$ cat config.mk
export PLATFORM = sky130hd
export DESIGN_NAME = line_follower_junction_controller_unit
export DESIGN_NICKNAME = d
export VERILOG_FILES = /design/src/lfjc_pkg.sv /design/src/lfjc_cfg.sv /design/src/lfjc_step.sv /design/src/line_follower_junction_controller_unit.sv
export SDC_FILE = /design/constraint.sdc
export NUM_CORES = 1
export LEC_CHECK = 0
export BUFFER_PORTS_ARGS = -buffer_cell sky130_fd_sc_hd__buf_2
export CAP_MARGIN = 20
export CORE_AREA = 2 2 174 346
export DETAILED_ROUTE_END_ITERATION = 8
export DIE_AREA = 0 0 176 348
export GPL_TIMING_DRIVEN = 0
export PLACE_DENSITY = 0.36
export SLEW_MARGIN = 20
export SYNTH_ARGS = -nofsm -noshare
export SYNTH_HDL_FRONTEND = slang
export SYNTH_SLANG_ARGS = --single-unit
$ cat constraint.sdc
create_clock -name clk -period 12.2 [get_ports clk]
set_input_delay 1.83 -clock clk [delete_from_list [all_inputs] [get_ports clk]]
set_output_delay 1.83 -clock clk [all_outputs]
set_load 0.005 [all_outputs]
$ cat src/lfjc_pkg.sv
// shared types, codes and helpers for the line follower junction controller
package lfjc_pkg;

    // modes
    localparam logic [1:0] MODE_FOLLOW    = 2'd0;
    localparam logic [1:0] MODE_POTENTIAL = 2'd1;
    localparam logic [1:0] MODE_CONFIRM   = 2'd2;
    localparam logic [1:0] MODE_LOST      = 2'd3;

    // motion commands
    localparam logic [2:0] CMD_NONE    = 3'd0;
    localparam logic [2:0] CMD_FORWARD = 3'd1;
    localparam logic [2:0] CMD_LEFT    = 3'd2;
    localparam logic [2:0] CMD_RIGHT   = 3'd3;
    localparam logic [2:0] CMD_STOP    = 3'd4;

    // junction kinds
    localparam logic [2:0] JK_NONE      = 3'd0;
    localparam logic [2:0] JK_LEFT      = 3'd1;
    localparam logic [2:0] JK_RIGHT     = 3'd2;
    localparam logic [2:0] JK_T_LEFT    = 3'd3;
    localparam logic [2:0] JK_T_RIGHT   = 3'd4;
    localparam logic [2:0] JK_T_FORWARD = 3'd5;

    // register indexes
    localparam logic [1:0] REG_BASE_SPEED   = 2'd0;
    localparam logic [1:0] REG_LOST_TIMEOUT = 2'd1;
    localparam logic [1:0] REG_JUNC_DELAY   = 2'd2;
    localparam logic [1:0] REG_SETTLE       = 2'd3;

    // register reset values
    localparam logic [7:0]  BASE_SPEED_RST   = 8'd100;
    localparam logic [31:0] LOST_TIMEOUT_RST = 32'd2000;
    localparam logic [31:0] JUNC_DELAY_RST   = 32'd1000;
    localparam logic [15:0] SETTLE_RST       = 16'd200;

    // spin speeds by turn magnitude
    localparam logic [7:0] SPIN_SPEED_1 = 8'd25;
    localparam logic [7:0] SPIN_SPEED_2 = 8'd50;
    localparam logic [7:0] SPIN_SPEED_3 = 8'd75;

    // sensor groups
    localparam logic [7:0] MASK_LEFT   = 8'h03;
    localparam logic [7:0] MASK_CENTER = 8'h18;
    localparam logic [7:0] MASK_RIGHT  = 8'hC0;
    localparam logic [7:0] MASK_ALL    = 8'hFF;

    typedef struct packed {
        logic [7:0]  black_mask;
        logic [31:0] now_ms;
    } item_t;

    typedef struct packed {
        logic [2:0] motion_cmd;
        logic [7:0] drive_speed;
        logic [2:0] junction_kind;
        logic       at_junction;
        logic [1:0] mode_now;
    } result_t;

    typedef struct packed {
        logic [7:0]  base_speed;
        logic [31:0] lost_timeout_ms;
        logic [31:0] junction_delay_ms;
        logic [15:0] settle_ms;
    } cfg_t;

    typedef struct packed {
        logic [1:0]        mode;
        logic [31:0]       mode_start_ms;
        logic [31:0]       lost_since_ms;
        logic              lost_since_valid;
        logic signed [2:0] turn_level;
        logic [2:0]        junction_store;
        logic [2:0]        saved_sides;
    } state_t;

    // number of black sensors
    function automatic logic [3:0] count_black(input logic [7:0] m);
        logic [3:0] c;
        c = 4'd0;
        for (int i = 0; i < 8; i++) begin
            c = c + {3'd0, m[i]};
        end
        return c;
    endfunction

    // left, center, right occupancy
    function automatic logic [2:0] sides_of(input logic [7:0] m);
        return {|(m & MASK_RIGHT), |(m & MASK_CENTER), |(m & MASK_LEFT)};
    endfunction

endpackage

$ cat src/lfjc_cfg.sv
// configuration register file
module lfjc_cfg (
    input  logic               clk,
    input  logic               rst_n,
    input  logic               cfg_valid,
    input  logic               cfg_ready,
    input  logic [1:0]         cfg_index,
    input  logic [31:0]        cfg_wdata,
    output lfjc_pkg::cfg_t     cfg
);
    import lfjc_pkg::*;

    cfg_t cfg_reg;

    // register writes
    always_ff @(posedge clk or negedge rst_n)
    begin
        if (!rst_n)
        begin
            cfg_reg.base_speed        <= BASE_SPEED_RST;
            cfg_reg.lost_timeout_ms   <= LOST_TIMEOUT_RST;
            cfg_reg.junction_delay_ms <= JUNC_DELAY_RST;
            cfg_reg.settle_ms         <= SETTLE_RST;
        end
        else if (cfg_valid && cfg_ready)
        begin
            unique case (cfg_index)
                REG_BASE_SPEED:   cfg_reg.base_speed        <= cfg_wdata[7:0];
                REG_LOST_TIMEOUT: cfg_reg.lost_timeout_ms   <= cfg_wdata;
                REG_JUNC_DELAY:   cfg_reg.junction_delay_ms <= cfg_wdata;
                REG_SETTLE:       cfg_reg.settle_ms         <= cfg_wdata[15:0];
                default:          cfg_reg.base_speed        <= cfg_reg.base_speed;
            endcase
        end
    end

    assign cfg = cfg_reg;

endmodule

$ cat src/lfjc_step.sv
// one update: next state and result from the current state and one sensor beat
module lfjc_step (
    input  lfjc_pkg::state_t  state,
    input  lfjc_pkg::cfg_t    cfg,
    input  lfjc_pkg::item_t   item,
    output lfjc_pkg::state_t  state_next,
    output lfjc_pkg::result_t res
);
    import lfjc_pkg::*;

    logic [7:0]        m;
    logic [31:0]       since_mode;
    logic [31:0]       since_lost;
    logic [3:0]        nblack;
    logic signed [2:0] follow_level;
    logic signed [2:0] steer_level;
    logic [2:0]        steer_cmd;
    logic [7:0]        steer_speed;
    logic [2:0]        kind;
    logic              sl;
    logic              sc;
    logic              sr;
    logic [2:0]        cmd;
    logic [7:0]        spd;

    assign m          = item.black_mask;
    assign since_mode = item.now_ms - state.mode_start_ms;
    assign since_lost = item.now_ms - state.lost_since_ms;
    assign nblack     = count_black(m);

    // innermost black sensor sets the turn level
    always_comb
    begin
        priority if (|(m & MASK_CENTER)) follow_level = 3'sd0;
        else if (m[2])                   follow_level = -3'sd1;
        else if (m[5])                   follow_level = 3'sd1;
        else if (m[1])                   follow_level = -3'sd2;
        else if (m[6])                   follow_level = 3'sd2;
        else if (m[0])                   follow_level = -3'sd3;
        else                             follow_level = 3'sd3;
    end

    // steering from a turn level
    assign steer_level = (state.mode == MODE_FOLLOW) ? follow_level : state.turn_level;

    always_comb
    begin
        steer_cmd   = (steer_level < 0) ? CMD_LEFT : CMD_RIGHT;
        steer_speed = SPIN_SPEED_3;
        unique case (steer_level)
            3'sd0:
            begin
                steer_cmd   = CMD_FORWARD;
                steer_speed = cfg.base_speed;
            end
            3'sd1, -3'sd1: steer_speed = SPIN_SPEED_1;
            3'sd2, -3'sd2: steer_speed = SPIN_SPEED_2;
            default:       steer_speed = SPIN_SPEED_3;
        endcase
    end

    // junction classification from the saved sides
    assign sl = state.saved_sides[0];
    assign sc = state.saved_sides[1];
    assign sr = state.saved_sides[2];

    always_comb
    begin
        kind = JK_NONE;
        if (m == 8'd0)
        begin
            if (sl && !sr)      kind = JK_LEFT;
            else if (!sl && sr) kind = JK_RIGHT;
        end
        else
        begin
            if (sl && sc && !sr)      kind = JK_T_LEFT;
            else if (!sl && sc && sr) kind = JK_T_RIGHT;
        end
    end

    // mode sequencing
    always_comb
    begin
        state_next = state;
        cmd        = CMD_NONE;
        spd        = 8'd0;
        unique case (state.mode)
            MODE_FOLLOW:
            begin
                priority if (m == MASK_ALL)
                begin
                    cmd                       = CMD_FORWARD;
                    spd                       = cfg.base_speed;
                    state_next.junction_store = JK_T_FORWARD;
                end
                else if (nblack >= 4'd3)
                begin
                    state_next.saved_sides   = sides_of(m);
                    state_next.mode          = MODE_POTENTIAL;
                    state_next.mode_start_ms = item.now_ms;
                end
                else if (m == 8'd0)
                begin
                    if (!state.lost_since_valid)
                    begin
                        state_next.lost_since_ms    = item.now_ms;
                        state_next.lost_since_valid = 1'b1;
                    end
                    state_next.mode = MODE_LOST;
                end
                else
                begin
                    state_next.turn_level = follow_level;
                    cmd                   = steer_cmd;
                    spd                   = steer_speed;
                end
            end
            MODE_POTENTIAL:
            begin
                if (since_mode < cfg.junction_delay_ms)
                begin
                    cmd = CMD_FORWARD;
                    spd = cfg.base_speed;
                end
                else
                begin
                    cmd                      = CMD_STOP;
                    state_next.mode          = MODE_CONFIRM;
                    state_next.mode_start_ms = item.now_ms;
                    state_next.saved_sides   = sides_of(m);
                end
            end
            MODE_CONFIRM:
            begin
                if (since_mode >= {16'd0, cfg.settle_ms})
                begin
                    state_next.junction_store = kind;
                    state_next.mode           = MODE_FOLLOW;
                end
            end
            default:
            begin
                priority if (m != 8'd0)
                begin
                    state_next.mode             = MODE_FOLLOW;
                    state_next.lost_since_valid = 1'b0;
                    state_next.lost_since_ms    = 32'd0;
                end
                else if (since_lost > cfg.lost_timeout_ms)
                begin
                    cmd = CMD_STOP;
                end
                else
                begin
                    cmd = steer_cmd;
                    spd = steer_speed;
                end
            end
        endcase
    end

    // result beat
    assign res.motion_cmd    = cmd;
    assign res.drive_speed   = spd;
    assign res.junction_kind = state_next.junction_store;
    assign res.at_junction   = (state_next.junction_store != JK_NONE);
    assign res.mode_now      = state_next.mode;

endmodule

$ cat src/line_follower_junction_controller_unit.sv
// top level: input register, controller state, result register and config port
// Eight-sensor line follower controller with junction detection. One sensor beat
// (black mask and millisecond timestamp) gives one result beat (motion command,
// speed, stored junction kind and mode). A new beat is taken every clock while item_stall is
// low. A beat is held in the input register; the controller state and the result register
// update from it together when the result register is free, and the result is presented.
// item_stall rises only while the result register is full and stalled. Configuration
// writes are always ready and should be made while idle.
module line_follower_junction_controller_unit (
    input  logic              clk,
    input  logic              rst_n,
    input  logic              item_valid,
    output logic              item_stall,
    input  lfjc_pkg::item_t   item,
    output logic              result_valid,
    input  logic              result_stall,
    output lfjc_pkg::result_t result,
    input  logic              cfg_valid,
    output logic              cfg_ready,
    input  logic [1:0]        cfg_index,
    input  logic [31:0]       cfg_wdata
);
    import lfjc_pkg::*;

    cfg_t    cfg;
    item_t   item_reg;
    logic    item_valid_reg;
    state_t  state_reg;
    state_t  state_next;
    result_t result_reg;
    result_t result_next;
    logic    result_valid_reg;
    logic    advance;

    assign cfg_ready = 1'b1;

    lfjc_cfg u_cfg (
        .clk       (clk),
        .rst_n     (rst_n),
        .cfg_valid (cfg_valid),
        .cfg_ready (cfg_ready),
        .cfg_index (cfg_index),
        .cfg_wdata (cfg_wdata),
        .cfg       (cfg)
    );

    lfjc_step u_step (
        .state      (state_reg),
        .cfg        (cfg),
        .item       (item_reg),
        .state_next (state_next),
        .res        (result_next)
    );

    // pipeline moves when the result register is free
    assign advance    = !(result_valid_reg && result_stall);
    assign item_stall = item_valid_reg && !advance;

    // input register
    always_ff @(posedge clk or negedge rst_n)
    begin
        if (!rst_n)
        begin
            item_valid_reg <= 1'b0;
        end
        else if (advance || !item_valid_reg)
        begin
            item_valid_reg <= item_valid;
        end
    end

    always_ff @(posedge clk)
    begin
        if (item_valid && !item_stall)
        begin
            item_reg <= item;
        end
    end

    // controller state
    always_ff @(posedge clk or negedge rst_n)
    begin
        if (!rst_n)
        begin
            state_reg.mode             <= MODE_FOLLOW;
            state_reg.mode_start_ms    <= 32'd0;
            state_reg.lost_since_ms    <= 32'd0;
            state_reg.lost_since_valid <= 1'b0;
            state_reg.turn_level       <= 3'sd0;
            state_reg.junction_store   <= JK_NONE;
            state_reg.saved_sides      <= 3'd0;
        end
        else if (item_valid_reg && advance)
        begin
            state_reg <= state_next;
        end
    end

    // result register
    always_ff @(posedge clk or negedge rst_n)
    begin
        if (!rst_n)
        begin
            result_valid_reg <= 1'b0;
        end
        else if (advance)
        begin
            result_valid_reg <= item_valid_reg;
        end
    end

    always_ff @(posedge clk)
    begin
        if (item_valid_reg && advance)
        begin
            result_reg <= result_next;
        end
    end

    assign result_valid = result_valid_reg;
    assign result       = result_reg;

`ifndef SYNTHESIS
    // line lost always carries a loss start time
    a_lost_has_start: assert property (@(posedge clk) disable iff (!rst_n)
        state_reg.mode == MODE_LOST |-> state_reg.lost_since_valid)
        else $error("line lost mode without loss start time");

    // emergency stop never drives
    a_stop_no_speed: assert property (@(posedge clk) disable iff (!rst_n)
        result_valid_reg && result_reg.motion_cmd == CMD_STOP |->
            result_reg.drive_speed == 8'd0)
        else $error("emergency stop with nonzero speed");

    // while confirming the car is stopped or idle
    a_confirm_still: assert property (@(posedge clk) disable iff (!rst_n)
        result_valid_reg && result_reg.mode_now == MODE_CONFIRM |->
            result_reg.motion_cmd == CMD_STOP || result_reg.motion_cmd == CMD_NONE)
        else $error("motion while confirming a junction");

    // a stalled input beat is only ever held in the input register
    a_stall_held: assert property (@(posedge clk) disable iff (!rst_n)
        item_stall |=> item_valid_reg)
        else $error("input register emptied during stall");
`endif

endmodule

# ---- Word-level counts from Yosys, hierarchy flattened
# Cells that the tools add are included.
dict set report word_totals {
  input_bits 79
  out_inout_bits 20
  regBits 223
}
dict set report classes {
  add_sub_neg 9
  eq_ne 16
  order_cmp 5
  n_reduce_logical 38
  bitwise_logic 4
  n_mux 51
}
# cell count
set ops {}
lappend ops {{33-bit 2-to-1 mux} 3}
lappend ops {{3-bit 2-to-1 mux} 24}
lappend ops {{70-bit 2-to-1 mux} 1}
lappend ops {{33-bit one-hot mux with 2 select lines} 1}
lappend ops {{32-bit one-hot mux with 2 select lines} 1}
lappend ops {{32-bit subtractor} 2}
lappend ops {{8-bit 2-to-1 mux} 6}
lappend ops {{8-bit one-hot mux with 3 select lines} 2}
lappend ops {{36-bit 2-to-1 mux} 1}
lappend ops {{34-bit 2-to-1 mux} 1}
lappend ops {{32-bit by 16-bit >= comparator with 1-bit output} 1}
lappend ops {{32-bit > comparator} 1}
lappend ops {{32-bit < comparator} 1}
lappend ops {{32-bit 2-to-1 mux} 1}
lappend ops {{4-bit by 1-bit adder with 4-bit output} 6}
lappend ops {{2-bit inequality test, second input constant} 6}
lappend ops {{3-bit one-hot mux with 2 select lines} 2}
lappend ops {{2-bit OR reduction} 6}
lappend ops {{1-bit logical AND} 10}
lappend ops {{2-bit 2-to-1 mux} 5}
lappend ops {{5-bit AND reduction} 2}
lappend ops {{3-bit one-hot mux with 3 select lines} 1}
lappend ops {{8-bit == test, second input constant} 1}
lappend ops {{8-bit logical NOT} 1}
lappend ops {{other kinds (21)} 37}

# ---- Logic depth before layout (Yosys ltp)
# Gate-level depths: netlist of run 1.
dict set report logic_depth {
  ltp_word 14
  mapped_depth 26
}

# ---- By module
# Synthesis of run 1 repeated with hierarchy kept, for this count alone.
dict set report hier_totals {
  cells_unflattened 1579
  hier_area_um2 15960.3
}
# mod area_each_um2 instances cells_each
set by_module_without_submodules {}
lappend by_module_without_submodules {lfjc_step 7876.3 1 1164}
lappend by_module_without_submodules {line_follower_junction_controller_unit 4788.3 1 227}
lappend by_module_without_submodules {lfjc_cfg 3295.7 1 188}

# ---- Worst setup path after synthesis of run 1
# No wires, ideal clock.
dict set report synth_timing {
  kind {reg-to-reg}
  from {reg item_reg[1] in the netlist's numbering}
  to {reg result_reg (netlist bit result[6]), data pin}
  t_required_ns 12.070
  period_less_slack_ns 5.156
  path_buffers 0
  t_arrival_ns 5.026
  stages_incl_launch_ff 25
  path_slack_ns 7.044
  cell_sequence {edfxtp_1 -> ha_1 -> nor2b_1 -> o21ai_0 -> a21boi_0 -> o311ai_0 -> a31oi_1 -> o211ai_1 -> a211o_1 -> a21boi_0 -> o22ai_1 -> o21ai_0 -> xnor2_1 -> ha_1 -> a21o_1 -> a21o_1 -> a21o_1 -> a21o_1 -> a21o_1 -> a21oi_1 -> o21ai_0 -> o21ai_1 -> a21boi_0 -> or3_1 -> o21a_1}
}
# element line_no
set synth_rtl {}
lappend synth_rtl {{start: declaration} line_follower_junction_controller_unit.sv:26} ;# item_t item_reg;
lappend synth_rtl {{start signal: assignment} line_follower_junction_controller_unit.sv:76} ;# item_reg <= item;
lappend synth_rtl {{end signal: assignment} line_follower_junction_controller_unit.sv:116} ;# result_reg <= result_next;
lappend synth_rtl {{end: declaration} line_follower_junction_controller_unit.sv:30} ;# result_t result_reg;

==> results.toml, run 1 <==
[final_layout]
ff_latch_area_sq_mm = 0.00589
final_area_sq_mm = 0.0169
largest_reg_flops = 88
layout-drive-gt1-share_pct = 19.5
multi_input_area_sq_mm = 0.00778
fin_nets = 1783
utilization_pct = 28.7
antenna_cells = 0
fin_cells = 2338
area_growth_pct = 16.6
final.fill_count = 6177

[route]
vias_per_cell = 4.64
drtPass1Iterations = 4
vias = 10853
drc = 0
wirelength_um = 45200
detail_route.wl_per_cell_um = 19.3
drt_iter0_markers = 439
ant_nets = 0

[synth]
syn-cell-area_sq_mm = 0.0145
synth_flop_cell = "dfrtp_1"
synth-edff-count = 57
synthArstFlopShare_pct = 74.4
synthCells = 1421
synth_cell_types = 76
syn_area_per_cell_sq_um = 10.2
synthesis.nets = 1654
synth_seq_cells = 223
yosysSeqAreaShare_pct = 40.6
synth_warnings = 0

[worst_setup_path]
critPathSlowestCell = "a31oi_1"
critical_path_class = "reg -> reg"
cp_common_cell = "a21o_1"
cp_max_fo = 8
endpoint_kind = "register"
crit_required_ns = 12.66
path_cells = "ha_1, nor2b_1, o21ai_0, a21boi_0, o311ai_0, a31oi_1, o211ai_1, a211o_1, a21boi_0, o22ai_1, o21ai_0, xnor2_1, ha_1, a21o_1, a21o_1, a21o_1, a21o_1, a21o_1, a21oi_1, o21ai_0, o21ai_1, a21boi_0, or3_1, o21a_1"
cp.arrival_ns = 7.52
slowest_delay_ns = 0.59
cp-start-kind = "register"

[timing]
skew_ns = 0.0286
grt_setup_unrepaired = "false"
finalMaxSlewViolations = 0
maxSlewHeadroom_pct = 31.8
tightestPinTransition_ns = 0.997
fmax_mhz = 142
hold_violations = 0
min_period_over_period_pct = 57.9
setup-violations-final = 0
tns_ns = 0
min_period_ns = 7.06

[clock_network]
clock_path_buffers = 3
insertion_delay_ns = 0.61
cts_tree = "yes"
cts_sinks = 223
clk_pin_slew_ns = 0.06
postCtsHoldBufs = 0
numCtsBuffers = 26
cts_resized = 0
clock-root-buffer = "clkbuf_16"
htree_levels = 1
post_cts_buffers = 0

[placement]
dp_hpwl_um = 36100
numPortBuffers = 97
placed_cells = 2289
postPlaceCellArea_sq_mm = 0.0160
gp_congestion = 0.839

[global_routing]
grt_pass1_wl_um = 68500
grt_max_degree = 78
antenna_found_initial = 0
grt_pass1_vias = 11446
grt.total_usage_pct = 14.9
grt_overflow = 0

[floorplan]
start_util_pct = 24.6
die_h_um = 348
dieArea_sq_mm = 0.0612
rows = 126
pin_count = 99
core-area_sq_mm = 0.0588
dieWidth_um = 176

[outcome]
status = "complete, no violations"

[hold_path]
worstHoldPathType = "reg -> reg"

[pwr]
worst_ir_drop_vdd_uv = 129
power_leakage_nw = 7.55
p_per_area_mw_per_mm2 = 218

[flow_run]
cap_violations = 0
placed cells by master, fill, tap and decap left out, types with 5 or more instances in the layout:
cell type,count
a2111oi_0,6
a211o_1,6
a211oi_1,11
a21boi_0,8
a21o_1,48
a21oi_1,80
a22o_1,35
a31oi_1,14
and2_1,12
and3_1,14
buf_2,101
buf_4,5
clkbuf_1,28
clkbuf_16,26
clkinv_1,7
clkinv_2,7
dfrtp_1,148
dfstp_2,18
edfxtp_1,57
fa_1,6
ha_1,148
inv_1,176
mux2_2,122
mux2i_1,6
nand2_1,74
nand2b_1,18
nand3_1,22
nand4_1,20
nor2_1,66
nor2b_1,11
nor3_1,21
o2111ai_1,5
o211ai_1,11
o21a_1,26
o21ai_0,55
o21bai_1,5
or3_1,9
xnor2_1,39
xor2_1,14
Yosys cell counts, types with 18 or more instances:
| cell | n | area share [%] |
|---|---|---|
| ha_1 | 148 | 13 |
| inv_1 | 176 | 4.6 |
| dfstp_2 | 18 | 3.3 |
| a21oi_1 | 80 | 2.8 |
| mux2_2 | 122 | 9.5 |
| nand4_1 | 20 | 0.86 |
| o21a_1 | 26 | 1.3 |
| o21ai_0 | 55 | 1.9 |
| nand2b_1 | 18 | 0.78 |
| nor3_1 | 22 | 0.76 |
| a22o_1 | 35 | 2.1 |
| a21o_1 | 48 | 2.5 |
| nand3_1 | 22 | 0.76 |
| clkbuf_1 | 25 | 0.65 |
| nand2_1 | 74 | 1.9 |
| nor2_1 | 66 | 1.7 |
| edfxtp_1 | 57 | 12 |
| xnor2_1 | 39 | 2.4 |
| dfrtp_1 | 148 | 26 |
critical path, delay by kind of cell (launching register included):
kind	cells	cell delay, ns
flip-flops	1	0.51
AO/OA/AOI/OAI	19	5.23
adder cells (fa/ha/maj)	2	0.63
AND/OR/NAND/NOR	2	0.29
XOR/XNOR	1	0.22
report_power, final:
part / total (W) / switching (W) / internal, W / leakage [nW]
clock network: 0.000804 / 0.000358 / 0.000446 / 0.415
registers: 0.00103 / 0.0000851 / 0.000940 / 2.56
logic: 0.00186 / 0.00109 / 0.000764 / 4.58
worst paths after layout:
path	slack, ns	endpoint	cells past startpoint	from
max in group asynchronous	10.05	state_reg[67]	3	rst_n
setup / recovery	5.14	result[6]	24	item_reg[1]
min in group asynchronous	1.07	u_cfg.cfg[9]	1	rst_n
hold / removal	0.49	state_reg[42]	2	state_reg[42]
hold reg to reg	0.49	state_reg[42]	2	state_reg[42]
setup reg to reg	5.14	result[6]	24	item_reg[1]
cell type report:
cell class                      count  share of cell area [%]
Multi-Input combinational cell    982                    46.1
Timing Repair Buffer              101                    3.45
Inverter                          177                    3.93
Tap cell                          768                    5.69
Sequential cell                   223                    34.9
Clock buffer                       31                    4.08
Clock inverter                     17                   0.918
Buffer                             39                    1.01
stage by stage:
stage / hold WS (ns) / setup slack, ns / total power (W)
floorplan: 0.454 / 7.04 / 0.00233
global placement: 0.474 / 5.07 / 0.00291
detailed placement: 0.485 / 5.09 / 0.00292
CTS: 0.499 / 5.03 / 0.00377
global route: 0.515 / 4.68 / 0.00400
finish: 0.491 / 5.14 / 0.00369
routing by layer:
layer  vias to the layer above  GRT usage [%]  routed length, um
met2                       161           29.6              25200
met3                        76           1.51               1160
li1                       5349              -                  -
met4                         0           7.08               2160
met1                      5267           15.1              16600
met5                         -              0                  0
logic make-up (layout without fill, tap and decap cells):
logic type / Yosys count / in the layout / share of synthesized area (%)
other: 1 / 1 / 0.0259
adder cells (fa/ha/maj): 154 / 154 / 13.6
XOR/XNOR: 53 / 53 / 3.20
AO/OA/AOI/OAI: 347 / 347 / 16.2
multiplexers: 128 / 128 / 9.89
AND/OR/NAND/NOR: 299 / 299 / 10.7
buffers and inverters: 216 / 365 / 5.77
flip-flops: 223 / 223 / 40.6
(Power assumes the default switching activity.)
==> inputs of run 2 (changes only) <==
--- a/config.mk
+++ b/config.mk
@@ -5,13 +5,14 @@
 export SDC_FILE = /design/constraint.sdc
 export NUM_CORES = 1
 export LEC_CHECK = 0
+export ABC_AREA = 1
 export BUFFER_PORTS_ARGS = -buffer_cell sky130_fd_sc_hd__buf_2
 export CAP_MARGIN = 20
-export CORE_AREA = 2 2 174 346
+export CORE_AREA = 2 2 176 351
 export DETAILED_ROUTE_END_ITERATION = 8
-export DIE_AREA = 0 0 176 348
+export DIE_AREA = 0 0 178 353
 export GPL_TIMING_DRIVEN = 0
-export PLACE_DENSITY = 0.36
+export PLACE_DENSITY = 0.38
 export SLEW_MARGIN = 20
 export SYNTH_ARGS = -nofsm -noshare
 export SYNTH_HDL_FRONTEND = slang
==> constraint.sdc (replaced) <==
create_clock -name clk -period 6 [get_ports clk]
set_input_delay 0.9 -clock clk [delete_from_list [all_inputs] [get_ports clk]]
set_output_delay 0.9 -clock clk [all_outputs]
set_load 0.005 [all_outputs]
==> run 2 against run 1 <==
- clock power up 100%
- final cell count increased by 22%
- final area is 2.8% higher
- first-iteration DRC count up 24%
- sequential power grew 110%
- highest routed layer unchanged
- hold slack got worse by 0.16 ns
- flip-flop and latch count unchanged
==> results.toml, run 2 <==
[outcome]
status = "complete, no violations"

[global_routing]
grt_overflow = 0
grt.total_usage_pct = 15.6
grt_pass1_wl_um = 75200
antenna_found_initial = 0
grt_max_degree = 85
grt_pass1_vias = 13011

[timing]
fmax_mhz = 182
grt_setup_unrepaired = "false"
tightestPinTransition_ns = 0.702
maxSlewHeadroom_pct = 52.7
hold_slack_ns = 0.336
min_period_over_period_pct = 91.5
timing.final.ws_setup_ns = 0.511
setup-violations-final = 0
finalMaxSlewViolations = 0
skew_ns = 0.0194
min_period_ns = 5.49
hold_violations = 0

[synth]
syn-cell-area_sq_mm = 0.0149
synthTopCellsByCount = "nand2_1 (476), inv_1 (403), dfrtp_1 (148), ha_1 (148), o21ai_0 (135)"
synth_seq_cells = 223
synth-edff-count = 57
yosysSeqAreaShare_pct = 39.4
synth_flop_cell = "dfrtp_1"
synth_warnings = 0
yosys.cell_count.top_type = "nand2_1"
synth_area_leaders = "dfrtp_1 (25%), ha_1 (12%), nand2_1 (12%), edfxtp_1 (11%), inv_1 (10%)"
yosys.area.top_type = "dfrtp_1"
synthesis.nets = 2159
synth_top_cell_area_share_pct = 24.8
synthCells = 1926
syn_area_per_cell_sq_um = 7.76
synth_cell_types = 50
synthArstFlopShare_pct = 74.4

[clock_network]
insertion_delay_ns = 0.57
cts_sinks = 223
clk_pin_slew_ns = 0.07
clock_path_buffers = 3
postCtsHoldBufs = 0
numCtsBuffers = 25
clock-root-buffer = "clkbuf_16"
cts_tree = "yes"
post_cts_buffers = 0
htree_levels = 1

[final_layout]
largest_reg_flops = 88
area_growth_pct = 16.3
final_common_cell = "nand2_1"
layout-drive-gt1-share_pct = 9.89
fin_nets = 2287
fin_cells = 2852
antenna_cells = 0
mostFrequentLayoutCells = "nand2_1 (476), inv_1 (402), ha_1 (148), dfrtp_1 (148), o21ai_0 (135)"

[placement]
placed_cells = 2807
dp_hpwl_um = 39400
numPortBuffers = 97
gp_congestion = 0.872
dp_slack_ns = -0.371

[pwr]
p_per_area_mw_per_mm2 = 518
power_leakage_nw = 8.69
worst_ir_drop_vdd_uv = 252

[route]
drt_iter0_markers = 546
vias_per_cell = 4.42
detail_route.wl_per_cell_um = 16.8
wirelength_um = 48000
drc = 0
vias = 12594
ant_nets = 0
drtPass1Iterations = 5

[flow_run]
cap_violations = 0

[hold_path]
worstHoldPathType = "in -> async"

[floorplan]
dieArea_sq_mm = 0.0628
dieWidth_um = 178
start_util_pct = 24.7
rows = 128
pin_count = 99
die_h_um = 353
core-area_sq_mm = 0.0604

[worst_setup_path]
critical_path_class = "reg -> reg"
timing.rr.start = "item_reg[0]"
cp.arrival_ns = 5.80
cp_max_fo = 8
cp-start-kind = "register"
endpoint_kind = "register"
crit_required_ns = 6.32
worstReg2RegEnd = "result[8]"
r2r_setup_slack_ns = 0.51
r2r_cells = 23
[run 2: changes by cell type in the layout (fill, tap and decap cells not counted), sizes merged, moves of 37 or more]
cell / change
nand2: +410
mux2: -122
o21ai: +118
a21o: -45
a21oi: +37
inv: +235
[run 2: stage by stage]
stage	instance area [sq um]	util (%)	TNS (ns)	total power [W]
finish	17400	28.8	0	0.00900
global placement	16400	27.2	-3.94	0.00738
CTS	17400	28.7	0	0.00914
global route	17400	28.8	0	0.00998
floorplan	14900	-	0	0.00582
detailed placement	16500	27.3	-2.50	0.00744
[run 2: worst max path at each step]
stage	to	cells after the start	slack, ns	from
floorplan	result[13]	27	1.80	item_reg[2]
global placement	result[7]	22	-0.49	item_reg[2]
detailed placement	result[8]	23	-0.37	item_reg[2]
CTS	result[8]	27	0.1	item_reg[2]
global route	result[8]	27	0.02	item_reg[2]
finish	result[8]	23	0.51	item_reg[0]
[run 2: area by class of cell]
class | instances | area (sq um)
buffer | 35 | 169
clock buffer | 27 | 643
clock inverter | 18 | 189
fill | 6617 | 43000
inverter | 406 | 1520
multi-input combinational | 1262 | 7400
sequential | 223 | 5890
tap | 780 | 976
timing repair buffer | 101 | 578
[run 2: per-layer routing]
layer  up-vias  track usage, %  wire (um)
met5         -               0          0
met4         0            4.56       1390
met3        69            1.27       1270
met2       195            27.1      23600
met1      5851            20.4      21800
li1       6479               -          -
[run 2: what timing repair did]
item,4_1_cts,5_1_grt
hold endpoints to repair,0,0
setup endpoints to repair,9,9
cloned,0,0
resized for setup,3,3
[run 2: worst max-delay path, stage by stage (launching register included)]
cell and delay (ns):
edfxtp_1 0.35, inv_1 0.18, ha_1 0.21, inv_1 0.06
fa_1 0.41, a21oi_1 0.18, o21ai_0 0.27, nand4_1 0.24
nand3_1 0.33, nand3_1 0.16, nand2_1 0.13, a31oi_1 0.21
xor2_1 0.30, ha_1 0.19, nand4_1 0.14, nor4_2 0.34
inv_1 0.11, nor4_2 0.23, o21ai_0 0.24, a31oi_2 0.27
nor2_1 0.11, a21oi_2 0.30, nand3b_1 0.21, a21boi_1 0.08
[run 2: power by group]
part	internal [W]	switching [W]
Sequential	0.00200	0.000199
Clock	0.000913	0.000707
Combinational	0.00185	0.00334
[run 2: logic make-up (layout without fill, tap and decap cells)]
kind of cell | count (synthesis) | in the layout | share of synthesized area [%]
flops | 223 | 223 | 39.4
buf+inv | 441 | 587 | 11.3
fa+ha+maj | 154 | 154 | 13.2
compound gates | 368 | 368 | 13.9
simple gates | 691 | 691 | 19.3
other cells | 1 | 1 | 0.0251
xor+xnor | 48 | 48 | 2.81
==> inputs of run 3 (changes only) <==
--- a/config.mk
+++ b/config.mk
@@ -5,12 +5,11 @@
 export SDC_FILE = /design/constraint.sdc
 export NUM_CORES = 1
 export LEC_CHECK = 0
-export ABC_AREA = 1
 export BUFFER_PORTS_ARGS = -buffer_cell sky130_fd_sc_hd__buf_2
 export CAP_MARGIN = 20
-export CORE_AREA = 2 2 176 351
+export CORE_AREA = 2 2 174 346
 export DETAILED_ROUTE_END_ITERATION = 8
-export DIE_AREA = 0 0 178 353
+export DIE_AREA = 0 0 176 348
 export GPL_TIMING_DRIVEN = 0
 export PLACE_DENSITY = 0.38
 export SLEW_MARGIN = 20
==> run 3 against run 2 <==
- clock skew fell by 0.0016 ns
- combinational power fell by 25%
- critical path depth rose by 4
- count of clock-buffer cells in the layout rose by 9
- largest cell class unchanged
- maximum frequency fell by 3.1%
- sequential power fell by 5%
- global-route usage fell by 0.87 points
==> results.toml, run 3 (synthesis results as in run 1) <==
[pwr]
worst_ir_drop_vdd_uv = 226
p_per_area_mw_per_mm2 = 440
power_leakage_nw = 7.57

[final_layout]
mostFrequentLayoutCells = "inv_1 (176), ha_1 (148), dfrtp_1 (148)"
layout-drive-gt1-share_pct = 21.3
final_area_sq_mm = 0.0170
final_common_cell = "inv_1"
area_growth_pct = 17.6
fin_nets = 1790
utilization_pct = 29.0
largest_reg_flops = 88
antenna_cells = 0

[route]
drc = 0
wirelength_um = 45000
detail_route.wl_per_cell_um = 19.2
ant_nets = 0
drtPass1Iterations = 4
vias = 11026
drt_iter0_markers = 425
vias_per_cell = 4.71

[timing]
skew_ns = 0.0178
min_period_ns = 5.66
hold_slack_ns = 0.299
grt_setup_unrepaired = "false"
setup-violations-final = 0
fmax_mhz = 177
tns_ns = 0
hold_violations = 0
tightestPinTransition_ns = 0.871
min_period_over_period_pct = 94.4
finalMaxSlewViolations = 0
maxSlewHeadroom_pct = 41.9

[floorplan]
start_util_pct = 24.6
rows = 126
die_h_um = 348
dieWidth_um = 176
pin_count = 99
dieArea_sq_mm = 0.0612
core-area_sq_mm = 0.0588

[placement]
numPortBuffers = 97
gp_congestion = 0.834
dp_hpwl_um = 35500
postPlaceCellArea_sq_mm = 0.0160

[worst_setup_path]
worstReg2RegEnd = "result[11]"
r2r_cells = 27
cp.arrival_ns = 6.04
endpoint_kind = "register"
r2r_setup_slack_ns = 0.34
cp-start-kind = "register"
timing.rr.start = "item_reg[1]"
cp_max_fo = 4
critical_path_class = "reg -> reg"
crit_required_ns = 6.38

[clock_network]
htree_levels = 1
clk_pin_slew_ns = 0.06
postCtsHoldBufs = 0
clock_path_buffers = 3
insertion_delay_ns = 0.57
cts_sinks = 223
numCtsBuffers = 25
clock-root-buffer = "clkbuf_16"
cts_tree = "yes"

[global_routing]
antenna_found_initial = 1
grt_overflow = 0
grt_pass1_wl_um = 68200
grt_pass1_vias = 11442
grt_max_degree = 86
grt.total_usage_pct = 14.7

[flow_run]
cap_violations = 0

[hold_path]
worstHoldPathType = "in -> async"

[outcome]
status = "complete, no violations"
## run 3: metrics by stage
stage | cells | total power [W] | setup WS (ns)
2_1_floorplan | 1421 | 0.00473 | 0.844
3_3_place_gp | 2286 | 0.00587 | -1.18
3_5_place_dp | 2289 | 0.00591 | -1.20
4_1_cts | 2341 | 0.00762 | 0.00280
5_1_grt | 2343 | 0.00813 | 0.0130
6_report | 2343 | 0.00750 | 0.338
## run 3: layout make-up
cell class / count / area (sq um)
plain buffers: 37 / 170
multi-input cells: 982 / 7930
clock inverters: 9 / 77.6
repair buffers: 111 / 653
fillers: 6134 / 41800
inverters: 177 / 664
clock buffers: 36 / 697
well taps: 768 / 961
flip-flops and latches: 223 / 5890
## run 3: layer usage
layer | GRT usage (%) | share of wire [%] | vias to the layer above
li1 | - | - | 5379
met4 | 5.60 | 3.4 | 2
met2 | 30.3 | 58 | 154
met3 | 1.48 | 2.4 | 63
met5 | 0 | 0.036 | -
met1 | 14.7 | 36 | 5428
## run 3: worst max path at each step
stage                      startpoint             to  slack [ns]  cells past startpoint
after floorplan           item_reg[1]      result[6]        0.84                     24
after global placement    item_reg[1]      result[6]       -1.18                     24
after detailed placement  item_reg[1]      result[6]       -1.20                     24
after CTS                 item_reg[1]     result[11]       0.003                     27
after global routing      item_reg[4]  state_reg[51]        0.01                     17
final                     item_reg[1]     result[11]        0.34                     27
## run 3: critical path: stages (launching register included)
cell	delay [ns]
edfxtp_1	0.50
ha_1	0.33
nor2b_1	0.13
o21ai_1	0.21
a21boi_2	0.13
o311ai_2	0.40
a31oi_4	0.21
o211ai_1	0.20
buf_4	0.16
a211o_1	0.18
a21boi_2	0.09
o22ai_2	0.19
o21ai_1	0.13
xnor2_1	0.28
ha_1	0.31
a21o_1	0.17
a21o_1	0.17
a21o_1	0.17
a21o_1	0.17
a21o_1	0.18
a21oi_2	0.22
o21ai_0	0.14
o21ai_2	0.14
buf_4	0.15
buf_4	0.11
and2_1	0.12
a21o_1	0.15
o2bb2ai_1	0.15
## run 3: power breakdown
group	internal, W	switching, W
logic	0.00161	0.00227
clock network	0.000850	0.000685
registers	0.00191	0.000171
total	0.00437	0.00313
## run 3: timing repair
item                       4_1_cts  5_1_grt
setup endpoints to repair       57       46
pin swaps                        3        3
gates resized for setup         26       14
buffers inserted                 8        3
